$ cat src/hdl/vit_pkg.sv
// ----------------------------------------------------------------------------
// vit_pkg
// Types shared by the visited interval tracker modules.
// ----------------------------------------------------------------------------
package vit_pkg;

    localparam int unsigned AddrW = 64;

    typedef enum logic [1:0] {
        ST_IDLE,
        ST_SCAN,
        ST_INSERT,
        ST_FINISH
    } t_state;

    // One request after the front end: start, clipped inclusive end, zero length.
    typedef struct packed {
        logic [AddrW-1:0] start;
        logic [AddrW-1:0] last_addr;
        logic             zero;
    } t_item;

    typedef struct packed {
        logic [AddrW-1:0] start;
        logic [AddrW-1:0] length;
        logic             valid;
        logic             ovf;
        logic             last;
    } t_result;

endpackage

$ cat src/hdl/vit_front.sv
// ----------------------------------------------------------------------------
// vit_front
// Accepts requests, computes the clipped end address and queues the item.
// ----------------------------------------------------------------------------
module vit_front (
    input  logic                  i_clk,
    input  logic                  i_rst_n,
    input  logic                  i_valid,
    output logic                  o_ready,
    input  logic [63:0]           i_start,
    input  logic [63:0]           i_length,
    output logic                  o_item_valid,
    output vit_pkg::t_item        o_item,
    input  logic                  i_pop
);
    import vit_pkg::*;

    t_item       r_q [2];
    logic        r_wr, n_wr;
    logic        r_rd, n_rd;
    logic [1:0]  r_count, n_count;
    logic [64:0] sum;
    t_item       item;
    logic        push;

    assign o_ready      = (r_count != 2'd2);
    assign push         = i_valid && o_ready;
    assign o_item_valid = (r_count != 2'd0);
    assign o_item       = r_q[r_rd];

    always_comb begin
        sum            = {1'b0, i_start} + {1'b0, i_length} - 65'd1;
        item.start     = i_start;
        // A range running past the top of the address space is clipped there.
        item.last_addr = sum[64] ? {AddrW{1'b1}} : sum[63:0];
        item.zero      = (i_length == 64'd0);
    end

    always_comb begin
        n_wr    = push ? ~r_wr : r_wr;
        n_rd    = i_pop ? ~r_rd : r_rd;
        n_count = r_count + {1'b0, push} - {1'b0, i_pop};
    end

    always_ff @(posedge i_clk) begin
        if (!i_rst_n) begin
            r_wr    <= 1'b0;
            r_rd    <= 1'b0;
            r_count <= 2'd0;
        end else begin
            r_wr    <= n_wr;
            r_rd    <= n_rd;
            r_count <= n_count;
        end
    end

    always_ff @(posedge i_clk) begin
        if (push) begin
            r_q[r_wr] <= item;
        end
    end

endmodule

$ cat config.mk
export PLATFORM = sky130hd
export DESIGN_NAME = vit_front
export DESIGN_NICKNAME = d
export VERILOG_FILES = /design/src/hdl/vit_pkg.sv /design/src/hdl/vit_front.sv
export SDC_FILE = /design/constraint.sdc
export NUM_CORES = 1
export LEC_CHECK = 0
export BUFFER_PORTS_ARGS = -buffer_cell sky130_fd_sc_hd__buf_2
export CAP_MARGIN = 10
export CORE_MARGIN = 2
export CORE_UTILIZATION = 40
export DETAILED_ROUTE_END_ITERATION = 8
export HOLD_SLACK_MARGIN = 0.08
export PLACE_DENSITY_LB_ADDON = 0.1
export SYNTH_ARGS = -nofsm -noshare
export SYNTH_HDL_FRONTEND = slang
export SYNTH_SLANG_ARGS = --single-unit
export TNS_END_PERCENT = 1
$ cat constraint.sdc
create_clock -name i_clk -period 6.4 [get_ports i_clk]
set_clock_uncertainty 0.15 [all_clocks]
set_input_delay 0.32 -clock i_clk [delete_from_list [all_inputs] [get_ports i_clk]]
set_output_delay 0.32 -clock i_clk [all_outputs]
set_load 0.01 [all_outputs]
==> flow_metrics.env, run 1 <==
export IMPL_detail_route_antenna_nets=0
export IMPL_dpl_hpwl_mm=32.99
export IMPL_cts_max_level=1
export IMPL_path_clk_slew_ns=0.06
export IMPL_drive_gt1_frac=0.2577
export IMPL_numCtsBuffers=29
export IMPL_yosysUniqueCellTypes=69
export IMPL_synthCells=1440
export IMPL_mostFrequentLayoutCell="inv_1"
export IMPL_cts_tree="built"
export IMPL_vdd_drop_max_mv=0.2068
export IMPL_antennaDiodeCount=0
export IMPL_cts_setup_buffers=0
export IMPL_grt_max_degree=131
export IMPL_hp_class="input pin to register"
export IMPL_rows=72
export IMPL_routed_wirelength_mm=43.46
export IMPL_portBuffers=262
export IMPL_tightest_slew_ns=0.9360
export IMPL_vias_per_cell=5.083
export IMPL_clock_sinks=263
export IMPL_synth_nets=1702
export IMPL_place_congestion=0.8671
export IMPL_relSlewSlack=0.3708
export IMPL_ys_ff_latch=263
export IMPL_drc=0
export IMPL_crit_type="input pin to register"
export IMPL_power_density_mw_per_mm2=295.2
export IMPL_wire_per_inst_um=18.87
export IMPL_worstSetupEndpointType="register"
export IMPL_synthTopCellsByArea="edfxtp_1 49%, ha_1 10%, mux2_2 9.3%, inv_1 6.5%, nand2_1 2.8%"
export IMPL_p_leak_nw=8.221
export IMPL_critical_path_arrival_ns=4.45
export IMPL_initial_core_util=0.4061
export IMPL_maxSlewViolCount=0
export IMPL_drt_iter0_markers=589
export IMPL_cts_root_buffer="clkbuf_16"
export IMPL_die_area_mm2=0.04083
export IMPL_ys_warn_count=0
export IMPL_fmax_ghz=0.2333
export IMPL_core_mm2=0.03865
export IMPL_layout_min_cycle_time_ns=4.286
export IMPL_async_flop_share=0
export IMPL_critical_path_required_ns=6.56
export IMPL_syn_to_final_growth_pct=22.12
export IMPL_synth_seq_area_share=0.5000
export IMPL_grt_pass1_wl_mm=67.28
export IMPL_drtPass1Iterations=5
export IMPL_status="completed"
export IMPL_antenna_found_initial=1
export IMPL_p_total_mw=5.657
export IMPL_setup_violations=0
export IMPL_cts_buffer_depth=3
export IMPL_r2r_slack_ns=4.13
export IMPL_grt_pass1_vias=11910
export IMPL_drv_cap=0
export IMPL_clkLatencyLatePin_ns=0.57
export IMPL_synth_avg_cell_area_um2=10.90
export IMPL_die_w_um=202.1
export IMPL_yosys_most_used_dff="edfxtp_1"
export IMPL_netlist_area_mm2=0.01569
export IMPL_io_pins=263
export IMPL_synth_top_cell_area_share=0.4937
export IMPL_yosys_area_top_type="edfxtp_1"
export IMPL_via_count=11710
export IMPL_hold_viol=0
export IMPL_post_route_period_util=0.6697
export IMPL_overflow=0
export IMPL_track_usage=0.2108
export IMPL_synth_enable_flop_cells=258
export IMPL_layout_common_cells="271 x inv_1, 262 x buf_2, 258 x edfxtp_1, 129 x mux2_2, 129 x ha_1"
export IMPL_die_height_um=202.1
export IMPL_rsz0062_at_grt="false"
export IMPL_crit_path_max_fanout=5
export IMPL_nets=2027
export IMPL_cts_repair_resized=0
export IMPL_tns_ns=0
export IMPL_worst_setup_path_start_kind="input pin"
==> final timing paths <==
path | end | depth (start not counted) | startpoint
setup / recovery | r_q[0][50] | 16 | i_start[1]
hold / removal | r_q[0][0] | 4 | i_length[62]
setup reg to reg | r_q[1][32] | 3 | r_count[0]
hold reg to reg | register | 2 | r_rd
==> sequential cells by signal (all words and copies together), names as in the netlist, named ones only <==
signal and count:
r_count 2, r_q 258, r_rd 1, r_wr 1
==> critical path, cell delays in order <==
cell and delay (ns):
dlygate4sd3_1 0.52, buf_2 0.12, inv_1 0.05, ha_1 0.26, inv_1 0.04, ha_1 0.21
fa_1 0.40, a21o_1 0.22, a221o_1 0.36, a21oi_1 0.30, nor3_1 0.12, o21ai_1 0.43
a311oi_1 0.24, nor2_1 0.42, nor3_1 0.08, a311o_1 0.34
==> layer usage <==
layer | global-route usage | routed length, µm | up-vias
met5 | 0 | 0 | -
met4 | 0.04779 | 701 | 0
met3 | 0.03241 | 2344 | 38
met2 | 0.3461 | 19960 | 307
met1 | 0.2941 | 20450 | 5641
li1 | - | - | 5719
==> cell usage after synthesis, drive strengths merged (15+ instances only) <==
library cell  instances
nand2               117
o21ai                55
inv                 271
edfxtp              258
a21oi                83
nand4                22
and2                 15
xor2                 17
mux2                129
xnor2                33
nor4                 23
a21o                 35
nor2                 45
ha                  129
clkbuf               33
==> cell type report <==
class,instances,area (µm²)
Tap cell,518,648.1
Multi-Input combinational cell,862,6680
Sequential cell,263,7851
Fill cell,3653,19480
Inverter,271,1017
Clock inverter,16,140.1
Clock buffer,35,748.2
Timing Repair Buffer,338,2079
==> cells by family after synthesis <==
family / Yosys count / share of synthesized area
AND/OR/NAND/NOR: 296 / 0.09192
buffers and inverters: 315 / 0.07614
XOR/XNOR: 50 / 0.02790
AO/OA/AOI/OAI: 251 / 0.1035
adder cells (fa/ha/maj): 130 / 0.1041
flip-flops: 263 / 0.5000
multiplexers: 135 / 0.09639
==> where the power goes <==
part	internal (mW)	switching [mW]
registers	2.27	0.0677
clock network	0.909	0.663
logic	0.687	1.06
total	3.87	1.79
==> metrics by stage <==
step           setup WS, ns  std cells  instance area (µm²)  hold slack, ns    util
3_3_place_gp          2.205       2183                17590          0.3743  0.4550
4_1_cts               2.182       2303                19160          0.1048  0.4959
5_1_grt               1.902       2303                19160          0.1403  0.4959
2_1_floorplan         1.821       1440                15700          0.2689       -
3_5_place_dp          2.123       2183                17590          0.3752  0.4550
6_report              2.114       2303                19160          0.1230  0.4959
==> timing repair <==
action,in CTS,in global routing
hold buffers,69,0
hold endpoints to repair,135,0
setup endpoints to repair,0,0
Power figures use the tool's default switching activity.
==> inputs of run 2 (changes only) <==
- clock period: 6.4 -> 4 ns (I/O delays scaled with it)
==> run 2 against run 1 <==
  * Hold slack lost 0.0043 ns
  * Non-clock buffer count rose by 66
  * Flip-flop and latch count did not move
==> flow_metrics.env, run 2 (synthesized netlist as in run 1, its figures left out) <==
export IMPL_status="completed"
export IMPL_cts_root_buffer="clkbuf_16"
export IMPL_drive_gt1_frac=0.2873
export IMPL_regArea_mm2=0.007851
export IMPL_vdd_drop_max_mv=0.3232
export IMPL_numCtsBuffers=30
export IMPL_maxSlewViolCount=0
export IMPL_post_route_period_util=0.9507
export IMPL_antennaDiodeCount=0
export IMPL_syn_to_final_growth_pct=25.81
export IMPL_cts_setup_buffers=0
export IMPL_grt_pass1_wl_mm=68.38
export IMPL_nFillCells=3618
export IMPL_rows=72
export IMPL_layout_min_cycle_time_ns=3.803
export IMPL_via_count=11850
export IMPL_critical_path_arrival_ns=3.97
export IMPL_cpMaxStageDelayCell="o311ai_4"
export IMPL_min_delay_start="i_valid"
export IMPL_clkPwrFrac=0.274
export IMPL_dp_cells=2246
export IMPL_grt_pass1_vias=12350
export IMPL_crit_path_max_fanout=27
export IMPL_layout_common_cells="271 x inv_1, 262 x buf_2, 258 x edfxtp_1, 129 x mux2_2, 129 x ha_1"
export IMPL_tightest_slew_ns=1.128
export IMPL_final_util=0.5109
export IMPL_portBuffers=262
export IMPL_overflow=0
export IMPL_cts_buffer_depth=3
export IMPL_antenna_found_initial=0
export IMPL_dpl_hpwl_mm=33.38
export IMPL_track_usage=0.2129
export IMPL_p_int_mw=6.287
export IMPL_critical_path_cell_chain="dlygate4sd3_1, buf_2, inv_1, ha_1, inv_1, ha_1, a21o_1, a31o_1, o2111a_2, o2111ai_4, a21oi_2, or2_4, o311ai_4, buf_12, o211ai_1, and2_1"
export IMPL_multiInputGateArea_mm2=0.006696
export IMPL_largest_reg_flops=258
export IMPL_worst_setup_path_start_kind="input pin"
export IMPL_fmax_ghz=0.2630
export IMPL_cts_tree="built"
export IMPL_swShare=0.3160
export IMPL_comb_power_share=0.319
export IMPL_critical_path_required_ns=4.16
export IMPL_setup_violations=0
export IMPL_drt_iter0_markers=543
export IMPL_worstSetupEndpointType="register"
export IMPL_mostFrequentLayoutCell="inv_1"
export IMPL_regToRegStartpoint="r_count[0]"
export IMPL_crit_type="input pin to register"
export IMPL_vias_per_cell=4.994
export IMPL_final_cells=2373
export IMPL_drtPass1Iterations=5
export IMPL_p_switching_mw=2.905
export IMPL_holdWs_ns=0.1187
export IMPL_drc=0
export IMPL_cts_max_level=1
export IMPL_max_stage_delay_ns=0.57
export IMPL_io_pins=263
export IMPL_core_mm2=0.03865
export IMPL_rsz0062_at_grt="false"
export IMPL_power_density_mw_per_mm2=465.6
export IMPL_crit_family="compound AO/OA/AOI/OAI gates"
export IMPL_cp_num_buf_inv=5
export IMPL_detail_route_antenna_nets=0
export IMPL_initial_core_util=0.4061
export IMPL_seqPwrFrac=0.407
export IMPL_die_w_um=202.1
export IMPL_hold_viol=0
export IMPL_p_leak_nw=8.563
export IMPL_clock_sinks=263
export IMPL_wire_per_inst_um=18.36
export IMPL_hp_class="input pin to register"
export IMPL_grt_max_degree=131
export IMPL_place_congestion=0.9093
export IMPL_die_height_um=202.1
export IMPL_reg_top3="r_q (258), r_count (2)"
export IMPL_regMostFlops="r_q"
export IMPL_routed_wirelength_mm=43.57
export IMPL_startpoint="i_start[5]"
export IMPL_drv_cap=0
export IMPL_die_area_mm2=0.04083
export IMPL_clkLatencyLatePin_ns=0.56
export IMPL_nets=2094
export IMPL_relSlewSlack=0.2481
export IMPL_path_clk_slew_ns=0.06
-- run 2: cell types whose count changed in the layout (fill, tap and decap cells not counted), sizes merged --
cell         delta
buf            +63
bufinv          -1
clkbuf          -4
clkinv          +7
clkinvlp        +2
dlygate4sd3     +3
-- run 2: power by group through the flow --
stage                     sequential (mW)  combinational, mW  clock, mW
after floorplan                      3.78               1.79          0
after global placement               3.78               2.90          0
after detailed placement             3.80               2.89          0
after CTS                            3.74               2.97       2.59
after global routing                 3.78               3.25       2.69
final                                3.74               2.94       2.52
-- run 2: metrics by stage --
| stage | TNS, ns | power [mW] | instance area, µm² | setup WS (ns) |
|---|---|---|---|---|
| 2_1_floorplan | -26.87 | 5.568 | 15700 | -0.2083 |
| 3_3_place_gp | 0 | 6.673 | 18100 | 0.07056 |
| 3_5_place_dp | 0 | 6.689 | 18100 | 0.08725 |
| 4_1_cts | 0 | 9.302 | 19730 | 0.1297 |
| 5_1_grt | 0 | 9.716 | 19740 | 0.01071 |
| 6_report | 0 | 9.193 | 19740 | 0.1973 |
-- run 2: final cells by class --
type                            instances  share of cell area
Sequential cell                       263              0.3977
Clock buffer                           31             0.03821
Multi-Input combinational cell        862              0.3392
Clock inverter                         24            0.007921
Inverter                              271             0.05152
Timing Repair Buffer                  404              0.1327
Tap cell                              518             0.03283
-- run 2: repair_timing --
| item | 4_1_cts | 5_1_grt |
|---|---|---|
| resized for setup | 0 | 6 |
| hold endpoints to repair | 137 | 0 |
| hold buffers | 72 | 0 |
| endpoints found under the setup margin | 0 | 14 |
-- run 2: final timing paths --
path         cells after the start          to  slack [ns]
min                              2  r_q[1][68]        0.12
max                             16  r_q[0][61]        0.20
min reg2reg                      2    register        0.43
max reg2reg                      6        r_wr        1.86
-- run 2: per-layer routing --
metal  share of wire  vias to the layer above  GRT usage  routed length (µm)
met5               0                        -          0                   0
met4           0.019                        0    0.05121                 811
met3           0.048                       43    0.02822                2106
met2            0.46                      310     0.3514               19950
met1            0.48                     5626     0.2971               20690
li1                -                     5872          -                   -
==> inputs of run 3 (changes only) <==
- CTS_CLUSTER_DIAMETER: not set -> 150
- SETUP_SLACK_MARGIN: not set -> 0.4
==> run 3 against run 2 <==
  * Critical path type unchanged
  * Largest power group unchanged
  * Critical endpoint is now r_q[0][40]
  * Via count barely moved
  * Sequential power barely moved
  * Sequential share of layout area decreased by 0.17 points
==> flow_metrics.env, run 3 (synthesized netlist as in run 1, its figures left out) <==
export IMPL_largest_reg_flops=258
export IMPL_worst_setup_path_start_kind="input pin"
export IMPL_drive_gt1_frac=0.2946
export IMPL_power_density_mw_per_mm2=464.5
export IMPL_nFillCells=3625
export IMPL_grt_pass1_wl_mm=68.61
export IMPL_cts_root_buffer="clkbuf_16"
export IMPL_drv_cap=0
export IMPL_detail_route_antenna_nets=0
export IMPL_regArea_mm2=0.007851
export IMPL_path_clk_slew_ns=0.06
export IMPL_relSlewSlack=0.2312
export IMPL_holdPathStages=2
export IMPL_rsz0062_at_grt="true"
export IMPL_drc=0
export IMPL_wire_per_inst_um=18.43
export IMPL_antenna_found_initial=1
export IMPL_placed_cell_area_mm2=0.01810
export IMPL_layout_min_cycle_time_ns=3.500
export IMPL_holdWs_ns=0.1204
export IMPL_reg2reg_depth=4
export IMPL_nets=2096
export IMPL_dpl_hpwl_mm=33.38
export IMPL_design_area_mm2=0.01983
export IMPL_multiInputGateArea_mm2=0.006766
export IMPL_grt_max_degree=131
export IMPL_hold_path_end="r_q[1][68]"
export IMPL_tightest_slew_ns=1.153
export IMPL_portBuffers=262
export IMPL_worstSetupEndpointType="register"
export IMPL_min_delay_start="i_valid"
export IMPL_reg_top3="r_q (258), r_count (2)"
export IMPL_clock_sinks=263
export IMPL_drtPass1Iterations=5
export IMPL_cts_max_level=1
export IMPL_io_pins=263
export IMPL_tns_ns=0
export IMPL_grt_pass1_vias=12420
export IMPL_crit_type="input pin to register"
export IMPL_layout_common_cells="271 x inv_1, 262 x buf_2, 258 x edfxtp_1, 129 x mux2_2, 127 x ha_1"
export IMPL_die_w_um=202.1
export IMPL_r2r_slack_ns=1.86
export IMPL_vias_per_cell=4.994
export IMPL_regToRegStartpoint="r_count[0]"
export IMPL_hp_class="input pin to register"
export IMPL_antennaDiodeCount=0
export IMPL_p_leak_nw=8.585
export IMPL_place_congestion=0.9093
export IMPL_fmax_ghz=0.2857
export IMPL_die_height_um=202.1
export IMPL_setup_violations=0
export IMPL_cts_buffer_depth=3
export IMPL_regMostFlops="r_q"
export IMPL_via_count=11860
export IMPL_rr_endpoint="r_q[0][0]"
export IMPL_clkLatencyLatePin_ns=0.56
export IMPL_crit_path_max_fanout=4
export IMPL_maxSlewViolCount=0
export IMPL_drt_iter0_markers=534
export IMPL_status="completed"
export IMPL_cts_tree="built"
export IMPL_post_route_period_util=0.8750
export IMPL_critical_path_arrival_ns=3.65
export IMPL_initial_core_util=0.4061
export IMPL_syn_to_final_growth_pct=26.35
export IMPL_rows=72
export IMPL_track_usage=0.2135
export IMPL_mostFrequentLayoutCell="inv_1"
export IMPL_overflow=0
export IMPL_die_area_mm2=0.04083
export IMPL_critical_path_required_ns=4.15
export IMPL_routed_wirelength_mm=43.78
export IMPL_hold_viol=0
export IMPL_numCtsBuffers=30
export IMPL_vdd_drop_max_mv=0.3251
export IMPL_core_mm2=0.03865
-- run 3: cell types whose count changed in the layout (fill, tap and decap cells not counted), moves of 2 or more --
cell and delta:
o21ai_0 -2, ha_1 -2, buf_4 +2, o21ai_1 +2
-- run 3: per-layer routing --
metal  GRT usage  up-vias  part of all wire
li1            -     5881                 -
met1      0.2979     5635              0.47
met2      0.3513      297              0.46
met3     0.02935       45             0.049
met4     0.05252        2             0.019
met5           0        -           0.00037
-- run 3: how the worst max path moves through the flow --
stage	depth (start not counted)	start	end
final	15	i_start[6]	r_q[0][40]
after detailed placement	16	i_start[58]	r_q[0][53]
after CTS	17	i_start[49]	r_q[1][53]
after floorplan	2	r_count[0]	r_q[1][0]
after global routing	17	i_start[49]	r_q[0][53]
after global placement	16	i_start[58]	r_q[0][53]
-- run 3: cell type report --
type	count	area share
Clock buffer	31	0.03805
Clock inverter	24	0.007887
Inverter	271	0.05130
Multi-Input combinational cell	862	0.3412
Sequential cell	263	0.3959
Tap cell	518	0.03269
Timing Repair Buffer	406	0.1329
-- run 3: report_power, final --
part,switching (mW),total [mW],internal (mW)
sequential,0.0989,3.74,3.64
clock,1.09,2.52,1.43
combinational,1.72,2.95,1.23
-- run 3: stage by stage --
stage | worst slack (ns) | std cells | total power, mW | utilization
floorplan | -0.2083 | 1440 | 5.568 | -
global placement | 0.07056 | 2246 | 6.673 | 0.4682
detailed placement | 0.08725 | 2246 | 6.689 | 0.4682
CTS | 0.4037 | 2373 | 9.303 | 0.5105
global route | 0.3199 | 2375 | 9.735 | 0.5131
finish | 0.5001 | 2375 | 9.211 | 0.5131
-- run 3: repair_timing --
item,4_1_cts,5_1_grt
endpoints found under the hold margin,137,0
setup buffers,0,2
resized for setup,0,22
hold buffers,72,0
setup endpoints to repair,0,106
-- run 3: critical path, stage by stage --
cell and delay, ns:
dlygate4sd3_1 0.52, buf_2 0.13, inv_1 0.06, ha_1 0.27
inv_1 0.04, ha_1 0.32, and3_1 0.16, a221o_1 0.24
a21oi_2 0.13, nor4_1 0.42, o221ai_1 0.26, nor4_1 0.48
a211oi_1 0.12, xor2_1 0.22, nand2_1 0.10
